$ cat src/sv/pcvm_ram.sv
// Generic single-port-write, single-port-read RAM with registered read.
// Depends on nothing.
module pcvm_ram #(
   parameter int WIDTH = 8,
   parameter int DEPTH = 16
) (
   input  logic                     clock,
   input  logic                     wr_en,
   input  logic [$clog2(DEPTH)-1:0] wr_addr,
   input  logic [WIDTH-1:0]         wr_data,
   input  logic [$clog2(DEPTH)-1:0] rd_addr,
   output logic [WIDTH-1:0]         rd_data
);
   logic [WIDTH-1:0] mem_ff [DEPTH];
   logic [WIDTH-1:0] rd_data_ff;

   always_ff @(posedge clock) begin
      if (wr_en) begin
         mem_ff[wr_addr] <= wr_data;
      end
      rd_data_ff <= mem_ff[rd_addr];
   end
   assign rd_data = rd_data_ff;
endmodule

$ cat config.mk
export PLATFORM = sky130hd
export DESIGN_NAME = pcvm_ram
export DESIGN_NICKNAME = d
export VERILOG_FILES = /design/src/sv/pcvm_ram.sv
export SDC_FILE = /design/constraint.sdc
export NUM_CORES = 1
export LEC_CHECK = 0
export ABC_CLOCK_PERIOD_IN_PS = 2800
export BUFFER_PORTS_ARGS = -buffer_cell sky130_fd_sc_hd__buf_2
export CAP_MARGIN = 25
export CORE_MARGIN = 2
export CORE_UTILIZATION = 55
export DETAILED_ROUTE_END_ITERATION = 16
export MAX_ROUTING_LAYER = met4
export PLACE_DENSITY = 0.82
export SLEW_MARGIN = 20
export SYNTH_ARGS = -nofsm -noshare
export SYNTH_HDL_FRONTEND = slang
export SYNTH_SLANG_ARGS = --single-unit
$ cat constraint.sdc
create_clock -name clock -period 2.8 [get_ports clock]
set_input_delay 0.42 -clock clock [delete_from_list [all_inputs] [get_ports clock]]
set_output_delay 0.42 -clock clock [all_outputs]
set_load 0.02 [all_outputs]
==> out/metrics.cfg <==
[status]
outcome=completed

[global_route]
grt_pass1_vias=2481
grt.total_usage_pct=22.2
grt_pass1_wl_um=14900
antenna_found_initial=0
gr-total-overflow=0
grt_start_max_net_pins=33

[final_layout]
drive_above_1_share_pct=28.3
areaGrowthSynthToFinish_pct=16.0
fillers=578
postLayoutCellArea_mm2=0.00597
regArea_mm2=0.00400
antenna_cells=0
multi_input_area_mm2=0.00106
nets=291

[power]
powerDensity_mw_per_mm2=769
finalPower_mw=4.60
p_leak_nw=2.02
ir_drop_v=0.000441

[sta]
hold_viol=0
relSlewSlack_pct=39.8
fmax_mhz=643
worst_pin_slew_ns=0.900
tns_ns=0
fin_skew_ns=0.00884
rsz0062_at_grt=false
fin_crit_ns=1.56
fin_crit_sh_pct=55.5
maxSlewViolCount=0
setup_viol_count_final=0

[clock_network]
cts_buffer_depth=2
cts-buffers-inserted=17
ctsResizeCount=0
htree_levels=4
clk_latency_ns=0.52
post_cts_buffers=0
clockRootBuffer=clkbuf_8
ctsHoldBuffers=0
clock_sinks=136
cts_tree=built
path_clk_slew_ns=0.06

[drt]
drt_iter0_markers=267
via_count=2430
ant_nets=0
drc=0
wire_per_inst_um=24.7
vias_per_cell=6.12
dr.pass1.iters=4
routed_wirelength_um=9800

[floorplanning]
ioPinCount=26
rows=35
die-width_um=101
die_y_um=101
start_util_pct=56.2
dieArea_mm2=0.0101
core_mm2=0.00915

[critical_path]
path_class=input pin to register
ff2ff_path_depth=3
rr_endpoint=rd_data[5]
crit_path_end_kind=register
r2r-start=mem_ff[0][5]
critical_path.startpoint_type=input pin
required_ns=2.94
crit_fanout=8
arrival_ns=1.69
reg2reg_slack_ns=1.36

[place]
gp_congestion=0.789
dpl_cell_area_mm2=0.00541
post-dp-hpwl_um=5940
io_buffer_count=25

[min_path]
hold_class=input pin to register
min-delay-start=wr_data[5]
holdPathEnd=mem_ff[0][5]
min_path_cells=1

[logic_synthesis]
synth_top_cell_by_area=edfxtp_1
yosysWarnings=0
postSynthNetCount=247
postSynthCellCount=229
synth-seq-area-share_pct=77.8
ys_types=19
ys_seq_elements=136
syn_avg_cell_area_um2=22.5
syn_area_mm2=0.00515
synthTopCellsByArea=edfxtp_1 75%, mux4_2 7.9%, mux4_1 7.1%, dfxtp_1 3.1%, a22oi_1 2.3%
yosysTopAreaCellShare_pct=74.7

[job]
drv_cap=0

## flip-flops by register name (all words and copies together) (netlist names)
signal and cells:
rd_data 8, mem_ff 128
## final cells by class
type / count / share of cell area [%]
clock buffers: 24 / 7.71
multi-input cells: 83 / 17.7
repair buffers: 35 / 3.56
well taps: 111 / 2.33
clock inverters: 8 / 1.66
flip-flops and latches: 136 / 67.0
## cells in the mapped netlist
cell and count:
nand3_1 1, nor2_1 13, edfxtp_1 128, nand2b_1 2, dfxtp_1 8, and2b_1 1
nand2_1 9, nor2b_1 1, mux4_1 14, nor3_1 4, mux4_2 18, or3b_2 1
a22oi_1 16, and2_1 1, buf_6 3, nand3b_1 2, clkdlybuf4s25_2 3, buf_2 3
buf_4 1
## critical path, stage by stage
cell and delay [ns]:
buf_2 0.11, or3b_2 0.51, nor2_1 0.65
## cell usage in the layout, fill, tap and decap left out
cell type,count
edfxtp_1,128
buf_2,25
mux4_2,18
a22oi_1,16
clkbuf_16,16
mux4_1,14
nor2_1,13
nand2_1,9
buf_4,9
dfxtp_1,8
clkbuf_1,5
nor3_1,4
clkbuf_8,3
clkinv_2,3
nand3b_1,2
nand2b_1,2
bufinv_16,2
clkinvlp_4,2
nor2b_1,1
and2_1,1
and2b_1,1
nand3_1,1
or3b_2,1
clkinv_4,1
buf_12,1
## per-layer routing
layer | vias up | GRT usage, % | routed length [um]
li1 | 1056 | - | -
met4 | 0 | 8.43 | 172
met3 | 13 | 6.66 | 942
met1 | 1221 | 29.2 | 3790
met5 | - | - | 0
met2 | 140 | 33.2 | 4900
## worst max path at each step
stage	start	to	slack, ns	cells after the start
floorplan	wr_addr[2]	mem_ff[0][0]	0.89	2
global placement	wr_addr[2]	mem_ff[3][1]	0.71	3
detailed placement	wr_addr[2]	mem_ff[3][1]	0.70	3
CTS	wr_addr[2]	mem_ff[2][5]	1.23	3
global route	wr_addr[2]	mem_ff[2][5]	1.17	3
finish	wr_addr[2]	mem_ff[2][5]	1.24	3
## power by group
part           internal, mW  total (mW)  switching, mW  leakage [nW]
logic                0.0870       0.218          0.131         0.527
registers              2.28        2.29         0.0151          1.22
clock network          1.31        2.08          0.775         0.269
## cell families (layout without fill, tap and decap cells)
group	count (synthesis)	in the layout	share of synthesized area (%)
buffers and inverters	10	67	1.68
flip-flops	136	136	77.8
AND/OR/NAND/NOR	35	35	3.18
AO/OA/AOI/OAI	16	16	2.33
multiplexers	32	32	15.0
## through the flow
stage                     util [%]  std cells  hold WS [ns]  setup slack [ns]
after floorplan                  -        229         0.519             0.887
after CTS                     65.2        397         0.273              1.23
final                         65.2        397         0.291              1.24
after global placement        59.1        365         0.643             0.708
after global routing          65.2        397         0.279              1.17
after detailed placement      59.1        365         0.661             0.702
(Power assumes the default switching activity.)
