### src/sv/pcvm_div.sv
// Iterative restoring divider: unsigned dividend over unsigned divisor, one bit a cycle.
// Depends on nothing.
module pcvm_div #(
   parameter int NW = 32,
   parameter int DW = 24
) (
   input  logic          clock,
   input  logic          reset,
   input  logic          start,
   input  logic [NW-1:0] dividend,
   input  logic [DW-1:0] divisor,
   output logic          done,
   output logic [NW-1:0] quotient
);
   localparam int CW = $clog2(NW + 1);
   logic [NW-1:0] q_ff, q_in;
   logic [DW:0]   r_ff, r_in;
   logic [DW-1:0] d_ff;
   logic [CW-1:0] cnt_ff, cnt_in;
   logic          busy_ff, busy_in, done_ff, done_in;
   logic [DW:0]   trial;

   always_comb begin
      q_in = q_ff;
      r_in = r_ff;
      cnt_in = cnt_ff;
      busy_in = busy_ff;
      done_in = 1'b0;
      trial = {r_ff[DW-1:0], q_ff[NW-1]};
      if (start) begin
         q_in = dividend;
         r_in = '0;
         cnt_in = CW'(NW);
         busy_in = 1'b1;
      end else if (busy_ff) begin
         q_in = {q_ff[NW-2:0], 1'b0};
         if (trial >= {1'b0, d_ff}) begin
            r_in = trial - {1'b0, d_ff};
            q_in[0] = 1'b1;
         end else begin
            r_in = trial;
         end
         cnt_in = cnt_ff - 1'b1;
         if (cnt_ff == CW'(1)) begin
            busy_in = 1'b0;
            done_in = 1'b1;
         end
      end
   end

   always_ff @(posedge clock) begin
      if (reset) begin
         busy_ff <= 1'b0;
         done_ff <= 1'b0;
         cnt_ff <= '0;
      end else begin
         busy_ff <= busy_in;
         done_ff <= done_in;
         cnt_ff <= cnt_in;
      end
      q_ff <= q_in;
      r_ff <= r_in;
      if (start) begin
         d_ff <= divisor;
      end
   end
   assign done = done_ff;
   assign quotient = q_ff;
endmodule

### config.mk
export PLATFORM = sky130hd
export DESIGN_NAME = pcvm_div
export DESIGN_NICKNAME = d
export VERILOG_FILES = /design/src/sv/pcvm_div.sv
export SDC_FILE = /design/constraint.sdc
export NUM_CORES = 1
export LEC_CHECK = 0
export ABC_AREA = 1
export BUFFER_PORTS_ARGS = -buffer_cell sky130_fd_sc_hd__buf_2
export CAP_MARGIN = 20
export CELL_PAD_IN_SITES_DETAIL_PLACEMENT = 2
export CELL_PAD_IN_SITES_GLOBAL_PLACEMENT = 2
export CORE_ASPECT_RATIO = 0.5
export CORE_MARGIN = 4
export CORE_UTILIZATION = 29
export CTS_CLUSTER_SIZE = 30
export DETAILED_ROUTE_END_ITERATION = 10
export PLACE_DENSITY_LB_ADDON = 0.1
export SYNTH_ARGS = -nofsm -noshare
export SYNTH_HDL_FRONTEND = slang
export SYNTH_SLANG_ARGS = --single-unit
### constraint.sdc
create_clock -name clock -period 2.4 [get_ports clock]
set_input_delay 0.48 -clock clock [delete_from_list [all_inputs] [get_ports clock]]
set_output_delay 0.48 -clock clock [all_outputs]
set_load 0.02 [all_outputs]
==> impl_summary.log <==
INFO  metric chipHeight = 105 µm
INFO  metric cpPeakStageDelay = between 0.3 and 0.4 ns
INFO  metric max_cap_violations = 0
INFO  metric power_frac_comb = ~16%
INFO  metric cp-start-kind = flip-flop
INFO  metric cts_num_sinks = slightly below 90
INFO  metric reg2reg_from = d_ff[7]$_DFFE_PP_
INFO  metric dpl.hpwl = 14.8 mm
INFO  metric share_seq_of_total_power = 47.1%
INFO  metric number_of_port_buffers = 91
INFO  metric grt_ovf = 0
INFO  metric clockPowerShare = 37.3%
INFO  metric max_freq = about 450 MHz
INFO  metric ys_top_cells_by_area = edfxtp_1, nand2_1, dfxtp_1
INFO  metric path_max_fanout = 18
INFO  metric worst_r2r_endpoint = r_ff[22]$_SDFFE_PP0P_
INFO  metric p_switching = 0.00111 W
INFO  metric area.growth.synth_to_final = 21.3%
INFO  metric drt-vias-per-instance = 4.59
INFO  metric postSynthNetCount = 855
INFO  metric clkTransAtPathRegs = 0.08 ns
INFO  metric final.setup.worst_slack = 0.167 ns
INFO  metric post-route-drc-count = 0
INFO  metric layout.filler_cells = 2,258
INFO  metric h-tree-depth = 3
INFO  metric start_util = 29.6%
INFO  metric floorplan.die.width = a little over 200 µm
INFO  metric detail_route.wl_per_cell = around 17 µm
INFO  metric synth.cell_area = approximately 5500 µm²
INFO  metric cts_tree = done
INFO  metric drt.antenna.violating_nets = 0
INFO  metric ys_dominant_reg_cell = edfxtp_1
INFO  metric finalWeightedCongestion = 0.808
INFO  metric clock_insertion_delay_at_the_later_pin_of_the_skew_report = 0.35 ns
INFO  metric synth.cells.most_frequent = nand2_1, inv_1, nand3_1, edfxtp_1, nor2_1
INFO  metric power.ir.vdd_worst = about 0.35 mV
INFO  metric antennaDiodeCount = 0
INFO  metric number_of_global_route_vias_before_repair = about 5,700
INFO  metric worst_pin_slew = just under 0.6 ns
INFO  metric min_period_over_period = 93.1%
INFO  metric clk_path_buf_depth = 2
INFO  metric synthMostInstantiatedCell = nand2_1
INFO  metric worst_path_most_repeated_cell = nand2_1
INFO  metric cellPowerDensity = around 570 nW/µm²
INFO  metric timing_max_transition_violations_final = 0
INFO  metric yosysTopAreaCell = edfxtp_1
INFO  metric layout_min_cycle_time = 2.23 ns
INFO  metric finalSetupViolCount = 0
INFO  metric drt_iter0_drc = ~220
INFO  metric synth-seq-cells = 88
INFO  metric design.core.area = 18,500 µm²
INFO  metric synthesis.area_per_instance = 7.12 µm²
INFO  metric path_class = reg -> reg
INFO  metric power.leakage = approximately 3.5 nW
INFO  metric design.die.area = 21,300 µm²
INFO  metric power = ~0.0038 W
INFO  metric synth_cells = 769
INFO  metric drive_above_1_share = about 17%
INFO  metric crit_path_top_delay_cell = edfxtp_1
INFO  metric io_pins = 92
INFO  metric crit_path_end_kind = flip-flop
INFO  metric cts_made_buffers = 9
INFO  metric synth-edff-count = 56
INFO  metric timing.reg2reg.worst_path_depth = 15
INFO  metric postSynth.asyncResetShare = 0%
INFO  metric total_vias_in_the_final_route = 5,229
INFO  metric grt_first_pass_wirelength = 30.2 mm
INFO  metric final-hold-violation-count = 0
INFO  metric finalNetCount = ~960
INFO  metric min-delay-path-class = in -> reg
INFO  metric holdCritStartpoint = divisor[5]
INFO  metric status = finished clean
INFO  metric yosysSeqAreaShare = 42.4%
INFO  metric cp.required = about 2.7 ns
INFO  metric critical_path.cell_chain = inv_1, ha_1, nand2_1, inv_1, nand2_1, nand2_1, inv_1, nand3_2, nand3b_4, buf_4, nand3_1, nand2_1, inv_1, nand2_1, nand2_1
INFO  metric max-slew-margin-rel = 60.5%
INFO  metric grtUsageTotal = 17.9%
INFO  metric cell_internal_pwr = 0.00267 W
INFO  metric post-synth-top-area-fraction = 30.7%
INFO  metric drt-pass1-iter-count = 5
INFO  metric critPathArrivalTime = around 2.5 ns
INFO  metric rrSetupSlack = around 0.17 ns
INFO  metric yosys_warnings = 0
INFO  metric min_to = d_ff[5]$_DFFE_PP_
INFO  metric placement_rows = 35
INFO  metric dp_worst_setup_slack = 0.0257 ns
INFO  metric sw_frac_of_total = 29.3%
INFO  metric synth_cell_type_count = 35
INFO  metric clockRootBuffer = clkbuf_16
INFO  metric antenna_violations_before_repair = 7
INFO  metric grt_start_max_net_pins = 47
INFO  metric hold-path-cell-count = 1
INFO  metric finalClockSkew = about 0.014 ns
INFO  metric drt_wl_total = 19.0 mm
-- kinds of logic (layout without fill, tap and decap cells) --
| logic type | after synthesis | in the layout | share of synthesized area [%] |
|---|---|---|---|
| buffers and inverters | 156 | 267 | 11.3 |
| flip-flops | 88 | 88 | 42.4 |
| XOR/XNOR | 9 | 9 | 1.44 |
| adder cells (fa/ha/maj) | 27 | 27 | 6.31 |
| AND/OR/NAND/NOR | 453 | 453 | 35.0 |
| AO/OA/AOI/OAI | 36 | 36 | 3.52 |
-- critical path, delay by kind of cell, from the launching register on --
| family | cells | cell delay, ns |
|---|---|---|
| adders and majority gates | 1 | 0.28 |
| and+or+nand+nor | 9 | 0.94 |
| DFF | 1 | 0.37 |
| buffers and inverters | 5 | 0.55 |
-- flip-flops by register name, summed over array words and instances (netlist names) --
register and flops:
quotient 32, d_ff 24, cnt_ff 6, done 1
r_ff 24, busy_ff 1
-- worst max-delay path by stage --
stage / from / to / slack, ns / depth (start not counted)
finish: d_ff[7]$_DFFE_PP_ / r_ff[22]$_SDFFE_PP0P_ / 0.17 / 15
floorplan: start / quotient[0]$_DFFE_PP_ / 0.02 / 4
global route: d_ff[20]$_DFFE_PP_ / r_ff[1]$_SDFFE_PP0P_ / -0.05 / 13
global placement: quotient[31]$_DFFE_PP_ / r_ff[16]$_SDFFE_PP0P_ / 0.1 / 15
CTS: d_ff[20]$_DFFE_PP_ / r_ff[17]$_SDFFE_PP0P_ / 0.04 / 15
detailed placement: quotient[31]$_DFFE_PP_ / r_ff[16]$_SDFFE_PP0P_ / 0.03 / 15
-- layout by cell type, fill, tap and decap left out, types with 3 or more instances in the layout --
| cell type | synthesis | layout |
|---|---|---|
| dfxtp_1 | 32 | 32 |
| nor2_2 | 3 | 3 |
| buf_4 | 0 | 20 |
| o21ai_0 | 8 | 8 |
| nand2_2 | 6 | 8 |
| buf_2 | 4 | 91 |
| o21ai_1 | 8 | 8 |
| edfxtp_1 | 56 | 56 |
| nor2_1 | 38 | 38 |
| a21oi_1 | 15 | 15 |
| nand4_1 | 7 | 7 |
| xnor2_1 | 8 | 8 |
| nand3_1 | 66 | 65 |
| ha_1 | 26 | 26 |
| clkbuf_16 | 0 | 9 |
| inv_1 | 135 | 134 |
| nor3_1 | 4 | 4 |
| nand2_1 | 313 | 311 |
| nand3b_1 | 7 | 7 |
-- power by group through the flow --
stage | Clock (W) | Sequential, W | Combinational, W
finish | 0.00141 | 0.00178 | 0.000588
global route | 0.00151 | 0.00179 | 0.000659
CTS | 0.00145 | 0.00178 | 0.000600
detailed placement | 0 | 0.00181 | 0.000598
global placement | 0 | 0.00181 | 0.000581
floorplan | 0 | 0.00187 | 0.000274
-- area by class of cell --
| class | instances | area [µm²] | area share (%) |
|---|---|---|---|
| flip-flops and latches | 88 | 2320 | 35.0 |
| clock buffers | 11 | 243 | 3.65 |
| inverters | 138 | 518 | 7.80 |
| repair buffers | 113 | 641 | 9.64 |
| clock inverters | 5 | 41.3 | 0.621 |
| multi-input cells | 525 | 2550 | 38.5 |
| well taps | 259 | 324 | 4.88 |
-- layer usage --
| layer | vias up | routed length (µm) | track usage, % |
|---|---|---|---|
| li1 | 2601 | - | - |
| met1 | 2520 | 9600 | 24.5 |
| met2 | 73 | 8190 | 28.1 |
| met3 | 21 | 1000 | 6.42 |
| met4 | 14 | 89 | 2.32 |
| met5 | - | 81 | 0 |
-- metrics by stage --
stage | TNS [ns] | hold WS (ns) | instance area [µm²] | utilization [%] | std cells
floorplan | 0 | 0.443 | 5480 | - | 769
finish | 0 | 0.294 | 6640 | 36.0 | 1139
CTS | 0 | 0.281 | 6600 | 35.7 | 1136
detailed placement | 0 | 0.467 | 6310 | 34.1 | 1120
global route | -0.118 | 0.276 | 6640 | 36.0 | 1139
global placement | 0 | 0.462 | 6310 | 34.1 | 1120
-- repair_timing --
item,in CTS,in global routing
buffers inserted,0,3
hold buffers,0,0
setup endpoints to repair,1,19
pin swaps,0,1
gates resized for setup,1,6
No activity file was read; power rests on OpenSTA's default activity.
